## config.mk

```make
export PLATFORM = sky130hd
export DESIGN_NAME = pointer_activity_meter_top
export DESIGN_NICKNAME = d
export VERILOG_FILES = /design/src/hdl/pam_pkg.sv /design/src/hdl/pam_dist.sv /design/src/hdl/pointer_activity_meter_top.sv
export SDC_FILE = /design/constraint.sdc
export NUM_CORES = 2
export LEC_CHECK = 0
export ABC_AREA = 1
export BUFFER_PORTS_ARGS = -buffer_cell sky130_fd_sc_hd__clkbuf_2
export CAP_MARGIN = 10
export CORE_MARGIN = 1.5
export CORE_UTILIZATION = 37
export DETAILED_ROUTE_END_ITERATION = 10
export GPL_TIMING_DRIVEN = 0
export REMOVE_ABC_BUFFERS = 1
export SYNTH_ARGS = -nofsm -noshare
export SYNTH_HDL_FRONTEND = slang
export SYNTH_HIERARCHICAL = 1
export SYNTH_SLANG_ARGS = --single-unit
export TNS_END_PERCENT = 100
```

## constraint.sdc

```tcl
create_clock -name clk -period 14.9 [get_ports clk]
set_clock_uncertainty 0.2 [all_clocks]
set_input_delay 3.725 -clock clk [delete_from_list [all_inputs] [get_ports clk]]
set_output_delay 3.725 -clock clk [all_outputs]
set_load 0.02 [all_outputs]
```

## src/hdl/pam_pkg.sv

```systemverilog
// Package for the pointer activity meter.
// Holds the event codes, register indexes, widths, state types and the
// request and response structs of the distance unit. Depends on nothing.
package pam_pkg;

  localparam int DELTA_W    = 15;
  localparam int SUM_W      = 31;
  localparam int ROOT_W     = 16;
  localparam int CNT_W      = 4;
  localparam int SQ_STEPS   = 15;
  localparam int ROOT_STEPS = 16;

  localparam int ACC_W = 48;
  localparam int CNT32_W = 32;
  localparam int SEC_W = 39;
  localparam int REM_W = 10;

  localparam logic [SEC_W-1:0] SEC_MAX        = 39'd281474976710;
  localparam logic [REM_W-1:0] REM_AT_SAT     = 10'd655;
  localparam logic [REM_W:0]   MS_PER_SEC     = 11'd1000;
  localparam logic [31:0]      GAP_LIMIT      = 32'd1000;

  localparam logic [0:0]  RESET_ENABLE     = 1'b1;
  localparam logic [7:0]  RESET_MIN_STEP   = 8'd3;
  localparam logic [15:0] RESET_JUMP_LIMIT = 16'd10000;

  localparam logic [1:0] REQ_MOVE   = 2'd0;
  localparam logic [1:0] REQ_BUTTON = 2'd1;
  localparam logic [1:0] REQ_KEY    = 2'd2;

  localparam logic [1:0] CFG_IDX_ENABLE     = 2'd0;
  localparam logic [1:0] CFG_IDX_MIN_STEP   = 2'd1;
  localparam logic [1:0] CFG_IDX_JUMP_LIMIT = 2'd2;

  typedef enum logic [1:0] {
    ST_IDLE,
    ST_DECODE,
    ST_DIST,
    ST_FINISH
  } pam_state_t;

  typedef enum logic [1:0] {
    DIST_IDLE,
    DIST_SQUARE,
    DIST_ROOT
  } dist_phase_t;

  typedef struct packed {
    logic               start;
    logic [DELTA_W-1:0] dx;
    logic [DELTA_W-1:0] dy;
  } dist_req_t;

  typedef struct packed {
    logic              done;
    logic [ROOT_W-1:0] hypot;
  } dist_rsp_t;

endpackage

```

## src/hdl/pam_dist.sv

```systemverilog
// Serial distance unit: floor(sqrt(dx*dx + dy*dy)) for 15-bit deltas.
// Squares both deltas by bit-serial shift and add, then takes the root one
// result bit per cycle. Depends on pam_pkg.
module pam_dist (
  input  logic                clk,
  input  logic                rst_n,
  input  pam_pkg::dist_req_t  req,
  output pam_pkg::dist_rsp_t  rsp
);
  import pam_pkg::*;

  localparam logic [SUM_W-1:0] ROOT_BIT0 = {1'b1, {(SUM_W-1){1'b0}}};

  dist_phase_t        phase_r, phase_nxt;
  logic [CNT_W-1:0]   cnt_r, cnt_nxt;
  logic [DELTA_W-1:0] mx_r, mx_nxt, my_r, my_nxt;
  logic [SUM_W-1:0]   ax_r, ax_nxt, ay_r, ay_nxt;
  logic [SUM_W-1:0]   sum_r, sum_nxt;
  logic [SUM_W-1:0]   bit_r, bit_nxt;
  logic [SUM_W-1:0]   res_r, res_nxt;
  logic               done_r, done_nxt;

  always_comb begin
    logic [SUM_W:0]   trial;
    logic             root_ge;
    logic [SUM_W-1:0] part_x;
    logic [SUM_W-1:0] part_y;
    phase_nxt = phase_r;
    cnt_nxt   = cnt_r;
    mx_nxt    = mx_r;
    my_nxt    = my_r;
    ax_nxt    = ax_r;
    ay_nxt    = ay_r;
    sum_nxt   = sum_r;
    bit_nxt   = bit_r;
    res_nxt   = res_r;
    done_nxt  = 1'b0;
    trial     = {1'b0, res_r} + {1'b0, bit_r};
    root_ge   = ({1'b0, sum_r} >= trial);
    part_x    = mx_r[0] ? ax_r : '0;
    part_y    = my_r[0] ? ay_r : '0;
    case (phase_r)
      DIST_IDLE: begin
        if (req.start) begin
          mx_nxt    = req.dx;
          my_nxt    = req.dy;
          ax_nxt    = {{(SUM_W-DELTA_W){1'b0}}, req.dx};
          ay_nxt    = {{(SUM_W-DELTA_W){1'b0}}, req.dy};
          sum_nxt   = '0;
          cnt_nxt   = CNT_W'(SQ_STEPS - 1);
          phase_nxt = DIST_SQUARE;
        end
      end
      DIST_SQUARE: begin
        sum_nxt = sum_r + part_x + part_y;
        ax_nxt  = ax_r << 1;
        ay_nxt  = ay_r << 1;
        mx_nxt  = mx_r >> 1;
        my_nxt  = my_r >> 1;
        if (cnt_r == '0) begin
          cnt_nxt   = CNT_W'(ROOT_STEPS - 1);
          bit_nxt   = ROOT_BIT0;
          res_nxt   = '0;
          phase_nxt = DIST_ROOT;
        end else begin
          cnt_nxt = cnt_r - 1'b1;
        end
      end
      DIST_ROOT: begin
        if (root_ge) begin
          sum_nxt = sum_r - trial[SUM_W-1:0];
          res_nxt = (res_r >> 1) + bit_r;
        end else begin
          res_nxt = res_r >> 1;
        end
        bit_nxt = bit_r >> 2;
        if (cnt_r == '0) begin
          done_nxt  = 1'b1;
          phase_nxt = DIST_IDLE;
        end else begin
          cnt_nxt = cnt_r - 1'b1;
        end
      end
      default: begin
        phase_nxt = DIST_IDLE;
      end
    endcase
  end

  always_ff @(posedge clk) begin
    if (!rst_n) begin
      phase_r <= DIST_IDLE;
      done_r  <= 1'b0;
    end else begin
      phase_r <= phase_nxt;
      done_r  <= done_nxt;
    end
  end

  always_ff @(posedge clk) begin
    cnt_r <= cnt_nxt;
    mx_r  <= mx_nxt;
    my_r  <= my_nxt;
    ax_r  <= ax_nxt;
    ay_r  <= ay_nxt;
    sum_r <= sum_nxt;
    bit_r <= bit_nxt;
    res_r <= res_nxt;
  end

  assign rsp.done  = done_r;
  assign rsp.hypot = res_r[ROOT_W-1:0];

endmodule

```

## src/hdl/pointer_activity_meter_top.sv

```systemverilog
// Top level of the pointer activity meter: event decode, totals and ports.
// Instantiates pam_dist and depends on pam_pkg.
//
// Each accepted pointer, button or key transaction yields one result
// transaction with all totals after the event. An event that needs no
// distance goes from the decode state straight to the finish state; a
// counted move or a button event with a known earlier click also waits for
// the distance unit, which squares both deltas serially, then takes the root.
// One event is in work at a time; the result waits in an output register,
// so the next event is accepted while it is still stalled. Movement time is
// kept as seconds plus milliseconds, so the seconds total needs no divider.
// The configuration port is always ready; write it only while idle.
module pointer_activity_meter_top (
  input  logic        clk,
  input  logic        rst_n,
  input  logic        in_valid,
  output logic        in_stall,
  input  logic [1:0]  in_req_type,
  input  logic signed [15:0] in_x_pos,
  input  logic signed [15:0] in_y_pos,
  input  logic signed [15:0] in_wheel_step,
  input  logic        in_event_flag,
  input  logic [31:0] in_now_ms,
  output logic        out_valid,
  input  logic        out_stall,
  output logic [47:0] out_movement_total,
  output logic [47:0] out_click_travel_total,
  output logic [31:0] out_click_count,
  output logic [31:0] out_keystroke_count,
  output logic [31:0] out_movement_seconds,
  input  logic        cfg_valid,
  output logic        cfg_ready,
  input  logic [1:0]  cfg_index,
  input  logic [15:0] cfg_data
);
  import pam_pkg::*;

  pam_state_t state_r, state_nxt;

  logic        enable_r;
  logic [7:0]  min_step_r;
  logic [15:0] jump_limit_r;

  logic [1:0]  item_type_r;
  logic [15:0] item_x_r, item_y_r, item_wheel_r;
  logic        item_flag_r;
  logic [31:0] item_now_r;

  logic [DELTA_W-1:0] last_x_r, last_x_nxt, last_y_r, last_y_nxt;
  logic               last_valid_r, last_valid_nxt;
  logic [DELTA_W-1:0] click_x_r, click_x_nxt, click_y_r, click_y_nxt;
  logic               click_valid_r, click_valid_nxt;
  logic [ACC_W-1:0]   travel_r, travel_nxt, click_travel_r, click_travel_nxt;
  logic [CNT32_W-1:0] press_r, press_nxt, key_r, key_nxt;
  logic [SEC_W-1:0]   secs_r, secs_nxt;
  logic [REM_W-1:0]   rem_r, rem_nxt;
  logic [31:0]        last_move_r, last_move_nxt;
  logic               to_click_r, to_click_nxt;

  logic               out_valid_r, out_valid_nxt;
  logic [ACC_W-1:0]   out_travel_r, out_travel_nxt;
  logic [ACC_W-1:0]   out_click_travel_r, out_click_travel_nxt;
  logic [CNT32_W-1:0] out_press_r, out_press_nxt, out_key_r, out_key_nxt;
  logic [31:0]        out_secs_r, out_secs_nxt;

  dist_req_t dist_req;
  dist_rsp_t dist_rsp;

  pam_dist u_dist (
    .clk   (clk),
    .rst_n (rst_n),
    .req   (dist_req),
    .rsp   (dist_rsp)
  );

  assign in_stall  = (state_r != ST_IDLE);
  assign cfg_ready = 1'b1;

  always_comb begin
    logic [15:0]        diff_x, diff_y;
    logic [DELTA_W-1:0] dx, dy, cdx, cdy;
    logic               move_ok, move_count;
    logic [31:0]        gap;
    logic [REM_W:0]     rsum;
    logic               carry;
    logic [REM_W-1:0]   rem2;
    logic [SEC_W:0]     secs2;
    logic [ACC_W:0]     acc_sum;
    state_nxt        = state_r;
    last_x_nxt       = last_x_r;
    last_y_nxt       = last_y_r;
    last_valid_nxt   = last_valid_r;
    click_x_nxt      = click_x_r;
    click_y_nxt      = click_y_r;
    click_valid_nxt  = click_valid_r;
    travel_nxt       = travel_r;
    click_travel_nxt = click_travel_r;
    press_nxt        = press_r;
    key_nxt          = key_r;
    secs_nxt         = secs_r;
    rem_nxt          = rem_r;
    last_move_nxt    = last_move_r;
    to_click_nxt     = to_click_r;
    out_valid_nxt        = out_valid_r & out_stall;
    out_travel_nxt       = out_travel_r;
    out_click_travel_nxt = out_click_travel_r;
    out_press_nxt        = out_press_r;
    out_key_nxt          = out_key_r;
    out_secs_nxt         = out_secs_r;
    dist_req.start = 1'b0;
    dist_req.dx    = '0;
    dist_req.dy    = '0;

    diff_x = (item_x_r >= {1'b0, last_x_r}) ? item_x_r - {1'b0, last_x_r}
                                             : {1'b0, last_x_r} - item_x_r;
    diff_y = (item_y_r >= {1'b0, last_y_r}) ? item_y_r - {1'b0, last_y_r}
                                             : {1'b0, last_y_r} - item_y_r;
    if (last_valid_r) begin
      dx = diff_x[DELTA_W-1:0];
      dy = diff_y[DELTA_W-1:0];
    end else begin
      dx = {{(DELTA_W-8){1'b0}}, min_step_r};
      dy = {{(DELTA_W-8){1'b0}}, min_step_r};
    end
    cdx = (click_x_r >= last_x_r) ? click_x_r - last_x_r : last_x_r - click_x_r;
    cdy = (click_y_r >= last_y_r) ? click_y_r - last_y_r : last_y_r - click_y_r;
    move_ok    = !item_x_r[15] && !item_y_r[15];
    move_count = ({1'b0, dx} < jump_limit_r) && ({1'b0, dy} < jump_limit_r) &&
                 ((dx >= {{(DELTA_W-8){1'b0}}, min_step_r}) ||
                  (dy >= {{(DELTA_W-8){1'b0}}, min_step_r}) ||
                  (item_wheel_r != '0));
    gap   = item_now_r - last_move_r;
    rsum  = {1'b0, rem_r} + {1'b0, gap[REM_W-1:0]};
    carry = (rsum >= MS_PER_SEC);
    rem2  = carry ? REM_W'(rsum - MS_PER_SEC) : rsum[REM_W-1:0];
    secs2 = {1'b0, secs_r} + {{SEC_W{1'b0}}, carry};
    acc_sum = '0;

    case (state_r)
      ST_IDLE: begin
        if (in_valid) begin
          state_nxt = ST_DECODE;
        end
      end
      ST_DECODE: begin
        state_nxt = ST_FINISH;
        if (enable_r) begin
          case (item_type_r)
            REQ_MOVE: begin
              if (move_ok) begin
                last_x_nxt     = item_x_r[DELTA_W-1:0];
                last_y_nxt     = item_y_r[DELTA_W-1:0];
                last_valid_nxt = 1'b1;
                if (move_count) begin
                  if (gap < GAP_LIMIT) begin
                    if ((secs2 > {1'b0, SEC_MAX}) ||
                        ((secs2[SEC_W-1:0] == SEC_MAX) && (rem2 > REM_AT_SAT))) begin
                      secs_nxt = SEC_MAX;
                      rem_nxt  = REM_AT_SAT;
                    end else begin
                      secs_nxt = secs2[SEC_W-1:0];
                      rem_nxt  = rem2;
                    end
                  end
                  last_move_nxt  = item_now_r;
                  to_click_nxt   = 1'b0;
                  dist_req.start = 1'b1;
                  dist_req.dx    = dx;
                  dist_req.dy    = dy;
                  state_nxt      = ST_DIST;
                end
              end
            end
            REQ_BUTTON: begin
              if (click_valid_r && last_valid_r) begin
                to_click_nxt   = 1'b1;
                dist_req.start = 1'b1;
                dist_req.dx    = cdx;
                dist_req.dy    = cdy;
                state_nxt      = ST_DIST;
              end
              click_x_nxt     = last_x_r;
              click_y_nxt     = last_y_r;
              click_valid_nxt = last_valid_r;
              if (item_flag_r && (press_r != '1)) begin
                press_nxt = press_r + 1'b1;
              end
            end
            REQ_KEY: begin
              if (!item_flag_r && (key_r != '1)) begin
                key_nxt = key_r + 1'b1;
              end
            end
            default: begin
            end
          endcase
        end
      end
      ST_DIST: begin
        if (dist_rsp.done) begin
          if (to_click_r) begin
            acc_sum = {1'b0, click_travel_r} + {{(ACC_W+1-ROOT_W){1'b0}}, dist_rsp.hypot};
            click_travel_nxt = acc_sum[ACC_W] ? '1 : acc_sum[ACC_W-1:0];
          end else begin
            acc_sum = {1'b0, travel_r} + {{(ACC_W+1-ROOT_W){1'b0}}, dist_rsp.hypot};
            travel_nxt = acc_sum[ACC_W] ? '1 : acc_sum[ACC_W-1:0];
          end
          state_nxt = ST_FINISH;
        end
      end
      ST_FINISH: begin
        if (!out_valid_r || !out_stall) begin
          out_valid_nxt        = 1'b1;
          out_travel_nxt       = travel_r;
          out_click_travel_nxt = click_travel_r;
          out_press_nxt        = press_r;
          out_key_nxt          = key_r;
          out_secs_nxt = (secs_r[SEC_W-1:32] != '0) ? '1 : secs_r[31:0];
          state_nxt            = ST_IDLE;
        end
      end
      default: begin
        state_nxt = ST_IDLE;
      end
    endcase
  end

  always_ff @(posedge clk) begin
    if (!rst_n) begin
      state_r <= ST_IDLE;
    end else begin
      state_r <= state_nxt;
    end
  end

  always_ff @(posedge clk) begin
    if (!rst_n) begin
      enable_r     <= RESET_ENABLE;
      min_step_r   <= RESET_MIN_STEP;
      jump_limit_r <= RESET_JUMP_LIMIT;
    end else if (cfg_valid && cfg_ready) begin
      case (cfg_index)
        CFG_IDX_ENABLE:     enable_r     <= cfg_data[0];
        CFG_IDX_MIN_STEP:   min_step_r   <= cfg_data[7:0];
        CFG_IDX_JUMP_LIMIT: jump_limit_r <= cfg_data;
        default: begin
        end
      endcase
    end
  end

  always_ff @(posedge clk) begin
    if (!rst_n) begin
      last_x_r       <= '0;
      last_y_r       <= '0;
      last_valid_r   <= 1'b0;
      click_x_r      <= '0;
      click_y_r      <= '0;
      click_valid_r  <= 1'b0;
      travel_r       <= '0;
      click_travel_r <= '0;
      press_r        <= '0;
      key_r          <= '0;
      secs_r         <= '0;
      rem_r          <= '0;
      last_move_r    <= '0;
      out_valid_r    <= 1'b0;
    end else begin
      last_x_r       <= last_x_nxt;
      last_y_r       <= last_y_nxt;
      last_valid_r   <= last_valid_nxt;
      click_x_r      <= click_x_nxt;
      click_y_r      <= click_y_nxt;
      click_valid_r  <= click_valid_nxt;
      travel_r       <= travel_nxt;
      click_travel_r <= click_travel_nxt;
      press_r        <= press_nxt;
      key_r          <= key_nxt;
      secs_r         <= secs_nxt;
      rem_r          <= rem_nxt;
      last_move_r    <= last_move_nxt;
      out_valid_r    <= out_valid_nxt;
    end
  end

  always_ff @(posedge clk) begin
    if (in_valid && !in_stall) begin
      item_type_r  <= in_req_type;
      item_x_r     <= in_x_pos;
      item_y_r     <= in_y_pos;
      item_wheel_r <= in_wheel_step;
      item_flag_r  <= in_event_flag;
      item_now_r   <= in_now_ms;
    end
    to_click_r         <= to_click_nxt;
    out_travel_r       <= out_travel_nxt;
    out_click_travel_r <= out_click_travel_nxt;
    out_press_r        <= out_press_nxt;
    out_key_r          <= out_key_nxt;
    out_secs_r         <= out_secs_nxt;
  end

  assign out_valid              = out_valid_r;
  assign out_movement_total     = out_travel_r;
  assign out_click_travel_total = out_click_travel_r;
  assign out_click_count        = out_press_r;
  assign out_keystroke_count    = out_key_r;
  assign out_movement_seconds   = out_secs_r;

endmodule
```

# ---- After elaboration in Yosys (flattened, before gate mapping)
# Index checks and enable logic that the tools add are counted.
dict set report op_classes {
  n_reduce_logical 50
  n_addsub 22
  n_bitwise 2
  muxes 59
  n_eq_ne 23
  order_cmp 13
}
# op n
set op_table {}
lappend op_table {{$mux W31} 14}
lappend op_table {{$pmux W31 S2} 5}
lappend op_table {{$mux W15} 8}
lappend op_table {{$sub A15 B15 Y15} 8}
lappend op_table {{$add A48 B16 Y49} 2}
lappend op_table {{$mux W48} 2}
lappend op_table {{$pmux W31 S3} 1}
lappend op_table {{$add A32 B1 Y32 const B} 2}
lappend op_table {{$ne A32 B32 Y1 const B} 2}
lappend op_table {{$add A31 B31 Y31} 2}
lappend op_table {{$pmux W15 S2} 2}
lappend op_table {{$add A39 B1 Y40} 1}
lappend op_table {{$gt A40 B39 Y1 const B} 1}
lappend op_table {{$eq A39 B39 Y1 const B} 1}
lappend op_table {{$mux W39} 1}
lappend op_table {{$add A31 B31 Y32} 1}
lappend op_table {{$ge A16 B15 Y1} 2}
lappend op_table {{$ge A31 B32 Y1} 1}
lappend op_table {{$lt A15 B16 Y1} 2}
lappend op_table {{$lt A32 B10 Y1 const B} 1}
lappend op_table {{$sub A32 B32 Y32} 1}
lappend op_table {{$add A30 B31 Y31} 1}
lappend op_table {{$sub A31 B31 Y31} 1}
lappend op_table {{$ge A15 B15 Y1} 2}
lappend op_table {{34 further kinds} 105}
dict set report word_totals {
  regBits 799
  input_bits 106
  output_inout_bits 195
}

# ---- Logic depth before layout (Yosys ltp)
dict set report depth {
  depth_word 14
  depth_mapped 43
  depth_no_buf 42
}

# ---- Modules after synthesis
# The synthesis kept the hierarchy.
# mod area_per_inst_um2 n_inst cells_each
set by_module_without_submodules {}
lappend by_module_without_submodules {pointer_activity_meter_top 37818.8 1 5157}
lappend by_module_without_submodules {pam_dist 15193.3 1 2114}

# ---- Worst setup path before layout
# Ideal clock, no wire load.
dict set report synth_path {
  path_type {input to register}
  startpoint {input port out_stall}
  endpoint {register out_press_r[0] (netlist: out_click_count[0]) (enable)}
  stages 1
  required_ns 13.892
  path_slack_ns 1.160
  setup_ns 0.808
  t_arrival_ns 12.732
  path_cell_list {a21oi_1}
}
dict set report synth_via {
  elab_chain_len 3
}
# item line
set synth_lines {}
lappend synth_lines {{start, declared} pointer_activity_meter_top.sv:25} ;# input logic out_stall,
lappend synth_lines {{$logic_not A1 Y1} pointer_activity_meter_top.sv:212} ;# if (!out_valid_r || !out_stall) begin
lappend synth_lines {{$logic_or A1 B1 Y1} pointer_activity_meter_top.sv:212}
lappend synth_lines {{$reduce_and A2 Y1 (no line)} --}
lappend synth_lines {{end signal, assigned} pointer_activity_meter_top.sv:298} ;# out_press_r <= out_press_nxt;
lappend synth_lines {{end, declared} pointer_activity_meter_top.sv:63} ;# logic [CNT32_W-1:0] out_press_r, out_press_nxt, out_key_r, out_key_nxt;
# No other way between the ends.
# A chain may end at the register's enable or synchronous reset.

# ---- Worst setup path after layout
dict set report layout_path {
  startpoint {register item_now_r[0]}
  endpoint {register rem_r[6]}
}
dict set report layout_via {
  elab_chain_len 8
  elab_cells_between_ends 14
  classes_between {add/sub: 4; order compare: 4; eq/ne: 1; mux: 2; reduce/logical: 3}
}
# item line
set layout_lines {}
lappend layout_lines {{start, declared} pointer_activity_meter_top.sv:47} ;# logic [31:0] item_now_r;
lappend layout_lines {{start signal, assigned} pointer_activity_meter_top.sv:293} ;# item_now_r <= in_now_ms;
lappend layout_lines {{$sub A32 B32 Y32 *} pointer_activity_meter_top.sv:132} ;# gap = item_now_r - last_move_r;
lappend layout_lines {{parallel branches: the longest is 7 deep, another holds $add A39 B1 Y40} --}
lappend layout_lines {{end signal, assigned} pointer_activity_meter_top.sv:280} ;# rem_r <= rem_nxt;
lappend layout_lines {{end, declared} pointer_activity_meter_top.sv:56} ;# logic [REM_W-1:0] rem_r, rem_nxt;
# Mark *: on every way between the ends.

==> results by group <==
Die
  – Vert. Die Dim: 382 um
  – Die width: 382 um
  – Std-Cell Rows: 138
  – Starting density of the core: 0.374
  – Core Footprint: 0.142 mm^2
  – Io pins: 301
  – Die Outline Area: 0.146 mm^2

Global routing
  – Number of global-route vias before repair: 45400
  – GRT Resource Usage Total: 0.213
  – Antenna violations before repair: 4
  – Global-route wire length before repair: 249000 um
  – Total grt overflow: 0
  – Maximum number of pins on one net before global-route repair: 128

Clock network
  – CTS resizes: 0
  – CTS clk-pin slew, worst paths: 0.07 ns
  – Number of buffers added by the clock tree synthesis step: 92
  – Later-pin clock latency in the skew report: 0.72 ns
  – TritonCTS clock tree: built
  – Hold bufs inserted after CTS: 0
  – Largest buffer count on any clock path: 3
  – Number of H-tree levels: 3
  – Postcts setup bufs: 0
  – Cell chosen for the clock root: sky130_fd_sc_hd__clkbuf_16
  – Clock net sink count: 784

Timing
  – Unrepaired setup endpoints after global routing: false
  – Total Negative Setup Slacks: 0 ns
  – Period minus WS final: 7.94 ns
  – Slew at the pin closest to its max-slew limit: 1.17 ns
  – Worst hold slack after final layout: 0.234 ns
  – Final Hold Vio Count: 0
  – Max-slew headroom: 0.216
  – Total of endpoints with negative setup slack in the final report: 0
  – Slew Viols, Final: 0
  – Share of the cycle needed by the critical path after routing: 0.533
  – Maximum frequency from static timing analysis: 0.126 GHz

Cells and area
  – Most common cell after layout, fill and taps aside: sky130_fd_sc_hd__nand2_1
  – Final standard cell count with taps included and fillers excluded: 9483
  – Sequential cell area in the final layout: 0.0202 mm^2
  – Fillers: 14700
  – Area growth syn-to-layout: 12.8%
  – Final #Nets: 8007
  – Commonest cells after routing, fill and taps aside: sky130_fd_sc_hd__nand2_1, sky130_fd_sc_hd__inv_1, sky130_fd_sc_hd__a21oi_1
  – Fraction of final layout cells sized beyond drive strength 1: 0.0773
  – Final non-filler cell area: 0.0598 mm^2
  – Area taken by multi-input logic gates: 0.0278 mm^2

Setup path
  – Startpoint type of the worst setup path: flop
  – Slowest library cell on the worst path: sky130_fd_sc_hd__xor2_1
  – Worst Path Class, Setup: reg2reg
  – Data arrival time of the worst path: 8.29 ns
  – Critical Path End Type: flop
  – Worst path required time: 15.25 ns
  – Cell with the most instances on the worst path: sky130_fd_sc_hd__nand2_1
  – Delay contributed by the slowest stage of the critical path: 0.79 ns
  – Worst Path Max Fanout: 25

Synthesis
  – Yosys synthesis warning count: 6
  – Fraction of the mapped netlist area in compound gates: 0.131
  – Mux contribution to synthesized area: 0.000755
  – Number of synthesized register bits: 784
  – Share of Yosys cell area claimed by the top area cell type: 0.255
  – Post-synthesis instance area: 0.0530 mm^2
  – Average cell area after synthesis: 7.29 um^2
  – Post-synth top flop: sky130_fd_sc_hd__edfxtp_1
  – Post-synthesis instance total: 7271
  – Top post-synthesis cells by area: sky130_fd_sc_hd__edfxtp_1, sky130_fd_sc_hd__nand2_1, sky130_fd_sc_hd__dfxtp_1
  – Post-synthesis async set-or-reset flop share: 0
  – Xor/xnor share of the synthesized area: 0.0274
  – Leading area contributor after synthesis: sky130_fd_sc_hd__edfxtp_1
  – Post-synth EDFFs: 450
  – Yosys cell types: 71
  – Combinational family with the most area after synthesis: simple AND/OR/NAND/NOR gates
  – Synth Area in Adders: 0.0978
  – Share of the yosys chip area belonging to registers: 0.381
  – Post-synthesis share of cell area spent on and, or, nand and nor gates: 0.266

Detailed routing
  – First-pass iteration count of the detailed router: 8
  – Detailed router's first-iteration violation count: 3375
  – Routed wire length: 159000 um
  – Highest signal layer in the routed design: met5
  – DR WL/cell: 16.7 um
  – Detail Route met3 WL: 6890 um
  – Number of nets with antenna violations after routing: 0
  – Post-detailed-route DRC marker count: 0
  – Vias/cell: 5.05
  – WL met2: 73300 um
  – Vias after detailed routing: 47900
  – Wl on met1: 74000 um

Pwr
  – Standby leakage power: 27.1 nW
  – Sequential share of power: 0.348
  – Sw Ratio: 0.382
  – Worst supply voltage drop on vdd: 0.116 mV
  – Relative contribution of the clock network to total power: 0.299
  – P_int: 4.82 mW
  – Power density over cell area: 130 mW/mm^2
  – Overall power consumption: 7.80 mW
  – Sw power: 2.98 mW
  – Fraction of power consumed by combinational cells: 0.353

Status
  – Result of the run: finished, final reports clean

Placement
  – Last weighted congestion value of the routability-driven placer: 0.912
  – Placed instance area: 0.0567 mm^2
  – Number of placed cells counting well taps: 9308
  – Number of port buffers: 299
  – HPWL Detailed: 124000 um

Run
  – Max-cap violations: 0

Min path
  – Min-delay worst type: reg2reg
[cells in the mapped netlist (27+ instances only)]
cell,count
sky130_fd_sc_hd__o221ai_1,27
sky130_fd_sc_hd__ha_1,344
sky130_fd_sc_hd__nand2_1,1999
sky130_fd_sc_hd__o21ai_0,430
sky130_fd_sc_hd__dfxtp_1,334
sky130_fd_sc_hd__o21ai_1,29
sky130_fd_sc_hd__fa_1,44
sky130_fd_sc_hd__a31oi_1,29
sky130_fd_sc_hd__o21bai_1,30
sky130_fd_sc_hd__nand3b_1,37
sky130_fd_sc_hd__xor2_1,104
sky130_fd_sc_hd__buf_2,28
sky130_fd_sc_hd__nor3_1,139
sky130_fd_sc_hd__nand3_1,374
sky130_fd_sc_hd__nor4_1,27
sky130_fd_sc_hd__edfxtp_1,450
sky130_fd_sc_hd__inv_1,1115
sky130_fd_sc_hd__a21oi_1,651
sky130_fd_sc_hd__clkbuf_1,109
sky130_fd_sc_hd__nor2_1,529
sky130_fd_sc_hd__xnor2_1,56
sky130_fd_sc_hd__nand4_1,112
[state kept, by name (all words and copies together), names as in the netlist, 32 cells and up]
name,cells
click_travel_r,48
out_click_travel_total,48
out_movement_total,48
travel_r,48
secs_r,39
item_now_r,32
key_r,32
last_move_r,32
out_click_count,32
out_keystroke_count,32
out_movement_seconds,32
press_r,32
[final timing paths]
kind | from | to | slack (ns) | cells after the start
max | item_now_r[0] | rem_r[6] | 6.96 | 33
min reg2reg | travel_r[25] | out_movement_total[25] | 0.23 | 0
max reg2reg | item_now_r[0] | rem_r[6] | 6.96 | 33
min | travel_r[25] | out_movement_total[25] | 0.23 | 0
[critical path: cells and delay by family (launching register included)]
kind            cells  cell delay (ns)
compound gates      4             0.98
xor+xnor            2             0.97
fa+ha+maj           5             1.79
buf+inv             3             0.16
flops               1             0.37
simple gates       19             3.27
[kinds of logic after synthesis]
group	count (synthesis)
compound gates	1291
fa+ha+maj	388
flops	784
mux	4
other cells	1
xor+xnor	163
buf+inv	1314
simple gates	3326
[per-stage QoR]
| step | setup slack, ns | util |
|---|---|---|
| 2_1_floorplan | 1.16 | - |
| 3_3_place_gp | -3.39 | 0.395 |
| 3_5_place_dp | 6.91 | 0.399 |
| 4_1_cts | 6.87 | 0.421 |
| 5_1_grt | 6.45 | 0.421 |
| 6_report | 6.96 | 0.421 |
[area by class of cell]
| cell class | count | area share |
|---|---|---|
| antenna | 1 | 0.0000418 |
| clock buffer | 121 | 0.0415 |
| clock inverter | 52 | 0.0111 |
| inverter | 1135 | 0.0714 |
| multi-input combinational | 5173 | 0.464 |
| sequential | 784 | 0.338 |
| tap | 1890 | 0.0395 |
| timing repair buffer | 327 | 0.0346 |
[per-layer routing]
metal / vias up / track usage
li1: 24300 / -
met5: - / 0
met4: 2 / 0.0632
met1: 22200 / 0.287
met3: 226 / 0.0262
met2: 1126 / 0.356
[power groups by stage]
stage          logic (mW)  clock network (mW)  registers, mW
2_1_floorplan        1.87                   0           2.83
3_3_place_gp         2.66                   0           2.85
3_5_place_dp         2.74                   0           2.76
4_1_cts              2.75                2.40           2.72
5_1_grt              3.12                2.48           2.74
6_report             2.75                2.33           2.72
Note: power is estimated with default switching activity, not from simulation.
